<file path="src/rtl/stfp_pkg.sv">
// shared types and constants of the signed triple frame parser
package stfp_pkg;

   localparam int TaskLen  = 2;
   localparam int FieldLen = 4;

   // register indexes of the csr port
   typedef enum logic [1:0] {
      REG_START      = 2'd0,
      REG_FIRST_SEP  = 2'd1,
      REG_SECOND_SEP = 2'd2,
      REG_END        = 2'd3
   } reg_index_type;

   localparam logic [7:0] START_CHAR_RESET      = 8'h40;
   localparam logic [7:0] FIRST_SEP_CHAR_RESET  = 8'h21;
   localparam logic [7:0] SECOND_SEP_CHAR_RESET = 8'h7C;
   localparam logic [7:0] END_CHAR_RESET        = 8'h23;

   // raw characters of one closed frame
   typedef struct packed {
      logic [TaskLen-1:0][7:0]  task_chars;
      logic [FieldLen-1:0][7:0] field_a_chars;
      logic [FieldLen-1:0][7:0] field_b_chars;
   } frame_type;

   // delimiter bytes as configured
   typedef struct packed {
      logic [7:0] start_char;
      logic [7:0] first_sep_char;
      logic [7:0] second_sep_char;
      logic [7:0] end_char;
   } delim_type;

endpackage

</file>
<file path="src/rtl/stfp_front.sv">
// front end: tracks frame phase, collects field bytes, pushes closed frames
module stfp_front
   import stfp_pkg::*;
(
   input  logic       clock,
   input  logic       reset,
   input  delim_type  delims,
   input  logic       byte_accept,
   input  logic [7:0] rx_byte,
   output logic       push,
   output frame_type  push_frame
);

   typedef enum logic [1:0] {
      PH_IDLE    = 2'd0,
      PH_TASK    = 2'd1,
      PH_FIELD_A = 2'd2,
      PH_FIELD_B = 2'd3
   } phase_type;

   phase_type  phase_ff, phase_in;
   logic [2:0] count_ff, count_in;
   frame_type  frame_ff, frame_in;
   logic       push_in;

   always_comb begin
      phase_in = phase_ff;
      count_in = count_ff;
      frame_in = frame_ff;
      push_in  = 1'b0;
      if (byte_accept) begin
         unique case (phase_ff)
            PH_IDLE: begin
               if (rx_byte == delims.start_char) begin
                  frame_in = '0;
                  phase_in = PH_TASK;
                  count_in = '0;
               end
            end
            PH_TASK: begin
               if (rx_byte == delims.first_sep_char) begin
                  phase_in = PH_FIELD_A;
                  count_in = '0;
               end else if (count_ff < 3'(TaskLen)) begin
                  frame_in.task_chars[count_ff[0]] = rx_byte;
                  count_in = count_ff + 3'd1;
               end
            end
            PH_FIELD_A: begin
               if (rx_byte == delims.second_sep_char) begin
                  phase_in = PH_FIELD_B;
                  count_in = '0;
               end else if (count_ff < 3'(FieldLen)) begin
                  frame_in.field_a_chars[count_ff[1:0]] = rx_byte;
                  count_in = count_ff + 3'd1;
               end
            end
            PH_FIELD_B: begin
               if (rx_byte == delims.end_char) begin
                  // frame closed, push the buffers into the queue for the back end
                  push_in  = 1'b1;
                  phase_in = PH_IDLE;
                  count_in = '0;
               end else if (count_ff < 3'(FieldLen)) begin
                  frame_in.field_b_chars[count_ff[1:0]] = rx_byte;
                  count_in = count_ff + 3'd1;
               end
            end
            default: begin
               phase_in = PH_IDLE;
            end
         endcase
      end
   end

   always_ff @(posedge clock) begin
      if (reset) begin
         phase_ff <= PH_IDLE;
         count_ff <= '0;
         frame_ff <= '0;
      end else begin
         phase_ff <= phase_in;
         count_ff <= count_in;
         frame_ff <= frame_in;
      end
   end

   assign push       = push_in;
   assign push_frame = frame_ff;

endmodule

</file>
<file path="src/rtl/stfp_queue.sv">
// short frame queue between front and back end
module stfp_queue
   import stfp_pkg::*;
#(
   parameter int Depth = 2
) (
   input  logic      clock,
   input  logic      reset,
   input  logic      push,
   input  frame_type push_frame,
   input  logic      pop,
   output frame_type head_frame,
   output logic      not_empty,
   output logic      full
);

   localparam int PtrW = (Depth > 1) ? $clog2(Depth) : 1;
   localparam int CntW = $clog2(Depth + 1);

   frame_type entry_ff [Depth];
   logic [PtrW-1:0] wr_ptr_ff, wr_ptr_in;
   logic [PtrW-1:0] rd_ptr_ff, rd_ptr_in;
   logic [CntW-1:0] count_ff, count_in;

   function automatic logic [PtrW-1:0] next_ptr(input logic [PtrW-1:0] ptr);
      next_ptr = (ptr == PtrW'(Depth - 1)) ? '0 : ptr + PtrW'(1);
   endfunction

   always_comb begin
      wr_ptr_in = push ? next_ptr(wr_ptr_ff) : wr_ptr_ff;
      rd_ptr_in = pop ? next_ptr(rd_ptr_ff) : rd_ptr_ff;
      count_in  = count_ff;
      if (push && !pop) begin
         count_in = count_ff + CntW'(1);
      end else if (pop && !push) begin
         count_in = count_ff - CntW'(1);
      end
   end

   always_ff @(posedge clock) begin
      if (reset) begin
         wr_ptr_ff <= '0;
         rd_ptr_ff <= '0;
         count_ff  <= '0;
      end else begin
         wr_ptr_ff <= wr_ptr_in;
         rd_ptr_ff <= rd_ptr_in;
         count_ff  <= count_in;
      end
   end

   always_ff @(posedge clock) begin
      if (push) begin
         entry_ff[wr_ptr_ff] <= push_frame;
      end
   end

   assign head_frame = entry_ff[rd_ptr_ff];
   assign not_empty  = (count_ff != '0);
   assign full       = (count_ff == CntW'(Depth));

endmodule

</file>
<file path="src/rtl/stfp_back.sv">
// back end: decodes queued frames, keeps held values, drives the result register
module stfp_back
   import stfp_pkg::*;
(
   input  logic               clock,
   input  logic               reset,
   input  frame_type          head_frame,
   input  logic               head_valid,
   output logic               pop,
   output logic               rsp_valid,
   input  logic               rsp_ready,
   output logic [6:0]         rsp_task_number,
   output logic signed [10:0] rsp_value_a,
   output logic signed [10:0] rsp_value_b,
   output logic               rsp_value_a_fresh,
   output logic               rsp_value_b_fresh
);

   localparam logic [7:0] CharZero  = 8'h30;
   localparam logic [7:0] CharNine  = 8'h39;
   localparam logic [7:0] CharPlus  = 8'h2B;
   localparam logic [7:0] CharMinus = 8'h2D;

   logic               valid_ff, valid_in;
   logic [6:0]         task_ff, task_in;
   logic signed [10:0] held_a_ff, held_a_in;
   logic signed [10:0] held_b_ff, held_b_in;
   logic               fresh_a_ff, fresh_a_in;
   logic               fresh_b_ff, fresh_b_in;
   logic [3:0]         task_tens, task_units;
   logic signed [10:0] dec_a, dec_b;
   logic               sign_a, sign_b;

   // non-digit bytes count as zero
   function automatic logic [3:0] digit_of(input logic [7:0] c);
      digit_of = (c >= CharZero && c <= CharNine) ? 4'(c - CharZero) : 4'd0;
   endfunction

   function automatic logic signed [10:0] field_value(input logic [FieldLen-1:0][7:0] f);
      logic [9:0] mag;
      mag = 10'(digit_of(f[1])) * 10'd100 + 10'(digit_of(f[2])) * 10'd10
            + 10'(digit_of(f[3]));
      field_value = (f[0] == CharMinus) ? 11'sd0 - $signed({1'b0, mag})
                                        : $signed({1'b0, mag});
   endfunction

   assign pop = head_valid && (!valid_ff || rsp_ready);

   always_comb begin
      task_tens  = digit_of(head_frame.task_chars[0]);
      task_units = digit_of(head_frame.task_chars[1]);
      sign_a     = (head_frame.field_a_chars[0] == CharPlus)
                   || (head_frame.field_a_chars[0] == CharMinus);
      sign_b     = (head_frame.field_b_chars[0] == CharPlus)
                   || (head_frame.field_b_chars[0] == CharMinus);
      dec_a      = field_value(head_frame.field_a_chars);
      dec_b      = field_value(head_frame.field_b_chars);

      valid_in   = valid_ff && !rsp_ready;
      task_in    = task_ff;
      held_a_in  = held_a_ff;
      held_b_in  = held_b_ff;
      fresh_a_in = fresh_a_ff;
      fresh_b_in = fresh_b_ff;
      if (pop) begin
         valid_in   = 1'b1;
         task_in    = 7'(task_tens) * 7'd10 + 7'(task_units);
         // missing sign keeps the held value
         held_a_in  = sign_a ? dec_a : held_a_ff;
         held_b_in  = sign_b ? dec_b : held_b_ff;
         fresh_a_in = sign_a;
         fresh_b_in = sign_b;
      end
   end

   always_ff @(posedge clock) begin
      if (reset) begin
         valid_ff  <= 1'b0;
         held_a_ff <= '0;
         held_b_ff <= '0;
      end else begin
         valid_ff  <= valid_in;
         held_a_ff <= held_a_in;
         held_b_ff <= held_b_in;
      end
   end

   always_ff @(posedge clock) begin
      task_ff    <= task_in;
      fresh_a_ff <= fresh_a_in;
      fresh_b_ff <= fresh_b_in;
   end

   assign rsp_valid         = valid_ff;
   assign rsp_task_number   = task_ff;
   assign rsp_value_a       = held_a_ff;
   assign rsp_value_b       = held_b_ff;
   assign rsp_value_a_fresh = fresh_a_ff;
   assign rsp_value_b_fresh = fresh_b_ff;

endmodule

</file>
<file path="src/rtl/ascii_signed_triple_frame_parser_core.sv">
// top level of the signed triple frame parser: csr registers and the three stages
//
//   channel  direction  beat
//   req      in         one received byte (req_rx_byte)
//   rsp      out        task number, two signed values, two fresh flags
//   csr      in/out     apb-style access to the four delimiter bytes
//
// one byte is taken every cycle while the frame queue has room
// a result passes through the frame queue and then the output register once its end byte is taken
// reset is synchronous; all delimiters return to their defaults, held values clear
// a stalled rsp fills the output register then the queue, after which req_ready drops
module ascii_signed_triple_frame_parser_core
   import stfp_pkg::*;
#(
   parameter int QueueDepth = 2
) (
   input  logic               clock,
   input  logic               reset,
   input  logic               req_valid,
   output logic               req_ready,
   input  logic [7:0]         req_rx_byte,
   output logic               rsp_valid,
   input  logic               rsp_ready,
   output logic [6:0]         rsp_task_number,
   output logic signed [10:0] rsp_value_a,
   output logic signed [10:0] rsp_value_b,
   output logic               rsp_value_a_fresh,
   output logic               rsp_value_b_fresh,
   input  logic               psel,
   input  logic               penable,
   input  logic               pwrite,
   input  logic [3:0]         paddr,
   input  logic [31:0]        pwdata,
   output logic [31:0]        prdata,
   output logic               pready
);

   delim_type     delims_ff, delims_in;
   reg_index_type reg_sel;
   logic          csr_write;
   logic          byte_accept;
   logic          push;
   frame_type     push_frame;
   frame_type     head_frame;
   logic          head_valid;
   logic          queue_full;
   logic          pop;

   assign pready    = 1'b1;
   assign reg_sel   = reg_index_type'(paddr[3:2]);
   assign csr_write = psel && penable && pwrite;

   always_comb begin
      delims_in = delims_ff;
      if (csr_write) begin
         unique case (reg_sel)
            REG_START:      delims_in.start_char      = pwdata[7:0];
            REG_FIRST_SEP:  delims_in.first_sep_char  = pwdata[7:0];
            REG_SECOND_SEP: delims_in.second_sep_char = pwdata[7:0];
            REG_END:        delims_in.end_char        = pwdata[7:0];
            default:        delims_in = delims_ff;
         endcase
      end
   end

   always_comb begin
      unique case (reg_sel)
         REG_START:      prdata = {24'd0, delims_ff.start_char};
         REG_FIRST_SEP:  prdata = {24'd0, delims_ff.first_sep_char};
         REG_SECOND_SEP: prdata = {24'd0, delims_ff.second_sep_char};
         REG_END:        prdata = {24'd0, delims_ff.end_char};
         default:        prdata = '0;
      endcase
   end

   always_ff @(posedge clock) begin
      if (reset) begin
         delims_ff.start_char      <= START_CHAR_RESET;
         delims_ff.first_sep_char  <= FIRST_SEP_CHAR_RESET;
         delims_ff.second_sep_char <= SECOND_SEP_CHAR_RESET;
         delims_ff.end_char        <= END_CHAR_RESET;
      end else begin
         delims_ff <= delims_in;
      end
   end

   assign req_ready   = !queue_full;
   assign byte_accept = req_valid && req_ready;

   stfp_front u_front (
      .clock       (clock),
      .reset       (reset),
      .delims      (delims_ff),
      .byte_accept (byte_accept),
      .rx_byte     (req_rx_byte),
      .push        (push),
      .push_frame  (push_frame)
   );

   stfp_queue #(
      .Depth (QueueDepth)
   ) u_queue (
      .clock      (clock),
      .reset      (reset),
      .push       (push),
      .push_frame (push_frame),
      .pop        (pop),
      .head_frame (head_frame),
      .not_empty  (head_valid),
      .full       (queue_full)
   );

   stfp_back u_back (
      .clock             (clock),
      .reset             (reset),
      .head_frame        (head_frame),
      .head_valid        (head_valid),
      .pop               (pop),
      .rsp_valid         (rsp_valid),
      .rsp_ready         (rsp_ready),
      .rsp_task_number   (rsp_task_number),
      .rsp_value_a       (rsp_value_a),
      .rsp_value_b       (rsp_value_b),
      .rsp_value_a_fresh (rsp_value_a_fresh),
      .rsp_value_b_fresh (rsp_value_b_fresh)
   );

endmodule

</file>
<file path="config.mk">
export PLATFORM = sky130hd
export DESIGN_NAME = ascii_signed_triple_frame_parser_core
export DESIGN_NICKNAME = d
export VERILOG_FILES = /design/src/rtl/stfp_pkg.sv /design/src/rtl/stfp_front.sv /design/src/rtl/stfp_queue.sv /design/src/rtl/stfp_back.sv /design/src/rtl/ascii_signed_triple_frame_parser_core.sv
export SDC_FILE = /design/constraint.sdc
export NUM_CORES = 1
export LEC_CHECK = 0
export BUFFER_PORTS_ARGS = -buffer_cell sky130_fd_sc_hd__buf_2
export CAP_MARGIN = 20
export CORE_ASPECT_RATIO = 0.7
export CORE_MARGIN = 4
export CORE_UTILIZATION = 25
export CTS_CLUSTER_SIZE = 10
export DETAILED_ROUTE_END_ITERATION = 7
export PLACE_DENSITY_LB_ADDON = 0.2
export SLEW_MARGIN = 20
export SYNTH_ARGS = -nofsm -noshare
export SYNTH_HDL_FRONTEND = slang
export SYNTH_HIERARCHICAL = 1
export SYNTH_SLANG_ARGS = --single-unit
</file>
<file path="constraint.sdc">
create_clock -name clock -period 8.12 [get_ports clock]
set_input_delay 1.218 -clock clock [delete_from_list [all_inputs] [get_ports clock]]
set_output_delay 1.218 -clock clock [all_outputs]
set_load 0.005 [all_outputs]
</file>
### Word level (Yosys, flattened, before mapping)

Memory sizes are Yosys's and may differ from the RTL's. A register that Yosys moved wholly into a read port is not among the register bits.
Cells that the tools add are included.

* bits in registers: 153
* memory bits (writable): 160
* input bits: 51
* output and inout port bits: 66
* logic and storage cells: 194
* memories kept: 1

* add/subtract/negate cells: 20
* multipliers: 5
* $lt $le $gt $ge: 22
* eq/ne operators: 26
* multiplexer cells: 52
* reductions and logical operators: 43

Memory list
* u_queue.entry_ff: words 2, width 80, read ports 1, clocked after memory_dff 1, write ports 1, line stfp_queue.sv:20 `frame_type entry_ff [Depth];`

Operator list (count)
* 32-bit two-way mux: 4
* 32-bit one-hot mux with 2 select lines: 2
* 32-bit one-hot mux with 4 select lines: 1
* 80-bit two-way mux: 1
* 32-bit bitwise mux: 2
* 8-bit by 6-bit >= comparator with 1-bit output (second input constant): 8
* 8-bit by 6-bit <= comparator with 1-bit output (second input constant): 8
* 8-bit by 6-bit == test with 1-bit output (second input constant): 4
* 8-bit == test: 4
* 16-bit two-way mux: 2
* 4-bit two-way mux: 8
* 16-bit one-hot mux with 2 select lines: 1
* 4-bit by 1-bit subtractor with 4-bit output (second input constant): 8
* 11-bit two-way mux: 2
* 1-bit by 10-bit subtractor with 11-bit output (first input constant): 2
* 10-bit by 4-bit adder with 10-bit output: 2
* 10-bit by 8-bit adder with 10-bit output: 2
* 5-bit AND reduction: 4
* 3-bit two-way mux: 6
* 1-bit logical AND: 17
* 16-bit bitwise mux: 1
* 8-bit demux with 2-bit select: 1
* 4-bit by 5-bit multiplier with 8-bit output (second input constant): 2
* 8-bit two-way mux: 2
* other kinds (29): 74

### Longest topological paths before layout

* depth in word-level cells: 8
* mapped depth: 20
* mapped depth without buffers: 18

### Hierarchy

The synthesis kept the hierarchy.

Modules (own cells, without submodules)
* stfp_queue: times used 1, cells each 271, area an instance 6013.3 µm², sequential area each 4904.7 µm²
* stfp_back: times used 1, cells each 444, area an instance 3722.3 µm², sequential area each 730.7 µm²
* stfp_front: times used 1, cells each 357, area an instance 3594.7 µm², sequential area each 1701.6 µm²
* ascii_signed_triple_frame_parser_core: times used 1, cells each 166, area an instance 1729.2 µm², sequential area each 640.6 µm²

### Least setup slack after synthesis

OpenSTA, ideal clock, no wires.

* kind: input -> register
* from: in req_rx_byte[4]
* to: mem u_queue/entry_ff[0][0] (netlist name), enable pin
* setup time: 528 ps
* arrival time: 5649 ps
* data required time: 7592 ps
* setup slack: 1942 ps
* cell stages on the path: 6
* path buffers: 1
* path through: buf_2 xnor2_1 nand4_1 nor2_1 and3_1 nor2b_1

* longest elaborated chain between the ends: 6

Ends and longest elaborated chain
* start: declaration: line ascii_signed_triple_frame_parser_core.sv:21 `input logic [7:0] req_rx_byte,`
* 8-bit == test: line stfp_front.sv:59 `if (rx_byte == delims.end_char) begin`
* 1-bit two-way mux: line stfp_front.sv:59
* 1-bit two-way mux: line stfp_front.sv:32 `unique case (phase_ff)`
* 1-bit two-way mux: line stfp_front.sv:31 `if (byte_accept) begin`
* net push: line ascii_signed_triple_frame_parser_core.sv:42 `logic push;`
* 1-bit two-way mux: line stfp_queue.sv:53 `if (push) begin`
* 1-bit two-way mux (implied by the code): line stfp_queue.sv:54 `entry_ff[wr_ptr_ff] <= push_frame;`
* end: declaration: line stfp_queue.sv:20

The timed path passes the listed nets, and every way through them passes these cells.

==> reports/metrics.cfg <==
[sta]
period_share_pct = 69.3
tightest_slew_ns = 1.16
drv_slew = 0
skew_ns = 0.0306
finalHoldViolCount = 0
period_needed_ns = 5.62
slew_headroom_pct = 21.5
setup_viol = 0
timing.fmax_mhz = 178
setup_tns_ns = 0
rsz0062_at_grt = false

[clocking]
cts-resized-gates = 0
clkSinkCount = 314
clk_latency_ns = 0.53
postCtsSetupRepairBufs = 0
clk_path_buf_depth = 3
cts_root_buffer = clkbuf_16
clk_pin_slew_ns = 0.06
hold_buffers = 0
numCtsBuffers = 38
h-tree-depth = 2
cts_tree = yes

[min_path]
hold_class = reg -> reg
holdPathEnd = u_queue/entry_ff[0][59]
holdCritStartpoint = u_front/push_frame[59]
hold_depth = 0

[grt]
grt_pass1_vias = 9511
grt_pass1_wl_um = 55800
track_usage_pct = 11.1
antenna_found_initial = 0
overflow = 0
grt_start_max_net_pins = 72

[run]
max_cap_viol_count = 0

[placed_design]
dpl.hpwl_um = 24100
dp_cells = 2062
io_buffers = 65
placed_area_sq_um = 16100
gp_congestion = 0.784

[finish]
fin_util_pct = 29.2
seq_area_sq_um = 7980
fin_nets = 1428
drive_above_1_share_pct = 17.6
fillers = 6099
syn_to_final_growth_pct = 14.3
fin_cells = 2131
fin_area_sq_um = 17200
multi_input_comb_area_sq_um = 6370

[die]
die_y_um = 213
dieArea_sq_um = 64300
initial_core_util_pct = 25.5
ioPinCount = 117
fp.dieW_um = 301
core_sq_um = 59000
rows = 74

[setup_path]
endpoint_kind = register
r2r_slack_ns = 2.50
path_max_fanout = 57
worstSetupStartpointType = register
reg2regPathDepth = 18
r2r-end = u_back/rsp_value_a[9]
arrival_ns = 6.10
critPathKind = reg -> reg
crit_required_ns = 8.60

[power_and_ir_drop]
vdd_drop_max_v = 0.000122
p_per_area_nw_per_um2 = 197
p_leak_nw = 6.24

[routing]
drt-total-wl_um = 35800
vias_per_cell = 4.43
drt_first_iter_violations = 536
drc = 0
antenna_left = 0
first_pass_iters = 5
wire_per_inst_um = 16.8
num_vias = 9443

[logic_synthesis]
synthTopCellsByArea = edfxtp_1 34%, dfxtp_1 19%, mux2_2 6.0%
avgSynthCellArea_sq_um = 12.2
ys_seq_area_share_pct = 53.0
ys_seq_elements = 314
yosysUniqueCellTypes = 81
synthTopCellsByCount = 169 x edfxtp_1, 145 x dfxtp_1, 94 x inv_1
synth_most_common_cell = edfxtp_1
syn_area_sq_um = 15100
syn_inst = 1238
synth_edf_count = 169
synth.largest_area_cell = edfxtp_1
synthArstFlopShare_pct = 0
synth_top_area_share_pct = 33.7
synth_flop_cell = edfxtp_1
synth_warnings = 6

[outcome]
status = completed

## placed cells by master, fill, tap and decap left out, types with 17 or more instances in the layout
cell type | Yosys | final
edfxtp_1 | 169 | 169
dfxtp_1 | 145 | 144
inv_1 | 94 | 94
mux2_2 | 80 | 80
buf_2 | 16 | 64
ha_1 | 61 | 61
nor2_1 | 58 | 58
nand2_1 | 51 | 51
xnor2_1 | 43 | 43
clkbuf_16 | 0 | 40
o2bb2ai_1 | 37 | 37
mux2i_1 | 35 | 35
and2_1 | 28 | 27
a21oi_1 | 27 | 27
xor2_1 | 26 | 26
conb_1 | 2 | 25
nand2b_1 | 24 | 24
o22ai_1 | 24 | 24
o21ai_0 | 23 | 23
clkbuf_1 | 10 | 22
a22o_1 | 17 | 17
## registers in the layout, indices dropped and copies added, names as in the netlist, 2 cells and up, named ones only
register and cells:
delims_ff 32, u_back/rsp_task_number 7, u_back/rsp_value_a 11, u_back/rsp_value_b 11, u_front/count_ff 3, u_front/phase_ff 2
u_front/push_frame 80, u_queue/count_ff 2, u_queue/entry_ff 160
## worst max path at each step
| stage | endpoint | slack (ns) | cells past startpoint |
|---|---|---|---|
| 6_report | u_back/rsp_value_a[9] | 2.50 | 18 |
| 5_1_grt | u_back/rsp_value_a[9] | 2.16 | 18 |
| 4_1_cts | u_back/rsp_value_a[9] | 2.49 | 18 |
| 3_5_place_dp | u_back/rsp_value_a[9] | 2.52 | 18 |
| 3_3_place_gp | u_back/rsp_value_a[9] | 2.51 | 18 |
| 2_1_floorplan | u_queue/entry_ff[0][0] | 1.94 | 6 |
## kinds of logic (layout without fill, tap and decap cells)
| kind of cell | after synthesis | in the layout | synth area share [%] |
|---|---|---|---|
| AOI/OAI and AO/OA | 210 | 210 | 10.4 |
| xor gates and xnor gates | 69 | 69 | 4.01 |
| adders and majority gates | 73 | 73 | 6.66 |
| buffers and inverters | 161 | 232 | 5.37 |
| DFF | 314 | 314 | 53.0 |
| muxes | 123 | 123 | 9.50 |
| other | 2 | 26 | 0.0499 |
| and+or+nand+nor | 286 | 286 | 11.0 |
## final cells by class
| type | count | share of cell area [%] |
|---|---|---|
| well taps | 798 | 5.80 |
| clock inverters | 4 | 0.225 |
| inverters | 94 | 2.05 |
| multi-input cells | 786 | 37.0 |
| diodes | 1 | 0.0145 |
| repair buffers | 70 | 2.12 |
| clock buffers | 64 | 6.45 |
| flip-flops and latches | 314 | 46.3 |
## per-stage QoR
| stage | hold slack, ns | power, mW | setup slack (ns) |
|---|---|---|---|
| 5_1_grt | 0.454 | 3.52 | 2.16 |
| 4_1_cts | 0.437 | 3.44 | 2.49 |
| 3_5_place_dp | 0.437 | 1.84 | 2.52 |
| 3_3_place_gp | 0.430 | 1.84 | 2.51 |
| 2_1_floorplan | 0.426 | 1.80 | 1.94 |
| 6_report | 0.440 | 3.38 | 2.50 |
## where the power goes
part / switching (mW) / leakage, nW / total (mW) / internal (mW)
logic: 0.0822 / 2.93 / 0.131 / 0.0491
registers: 0.00817 / 2.75 / 1.67 / 1.66
clock network: 0.649 / 0.555 / 1.58 / 0.934
## worst max-delay path, cell delays in order (launching register included)
cell and delay, ns:
dfxtp_4 0.91, mux2_2 0.44, nor4bb_1 0.61, and2_1 0.29
nand2_1 0.12, inv_1 0.07, ha_1 0.22, ha_1 0.21
inv_1 0.07, fa_1 0.41, inv_1 0.07, ha_1 0.23
ha_1 0.38, nand3_1 0.12, o2111ai_1 0.30, a2bb2oi_1 0.10
or4b_1 0.51, or4_1 0.41, nand3_1 0.09
## routing by layer
layer / vias to the layer above / track usage [%] / part of all wire [%]
met3: 58 / 2.03 / 4.8
met2: 168 / 15.8 / 40
met5: - / 0 / 0
met4: 0 / 2.30 / 1.6
li1: 4615 / - / -
met1: 4602 / 17.3 / 54
Note: power is estimated with default switching activity, not from simulation.
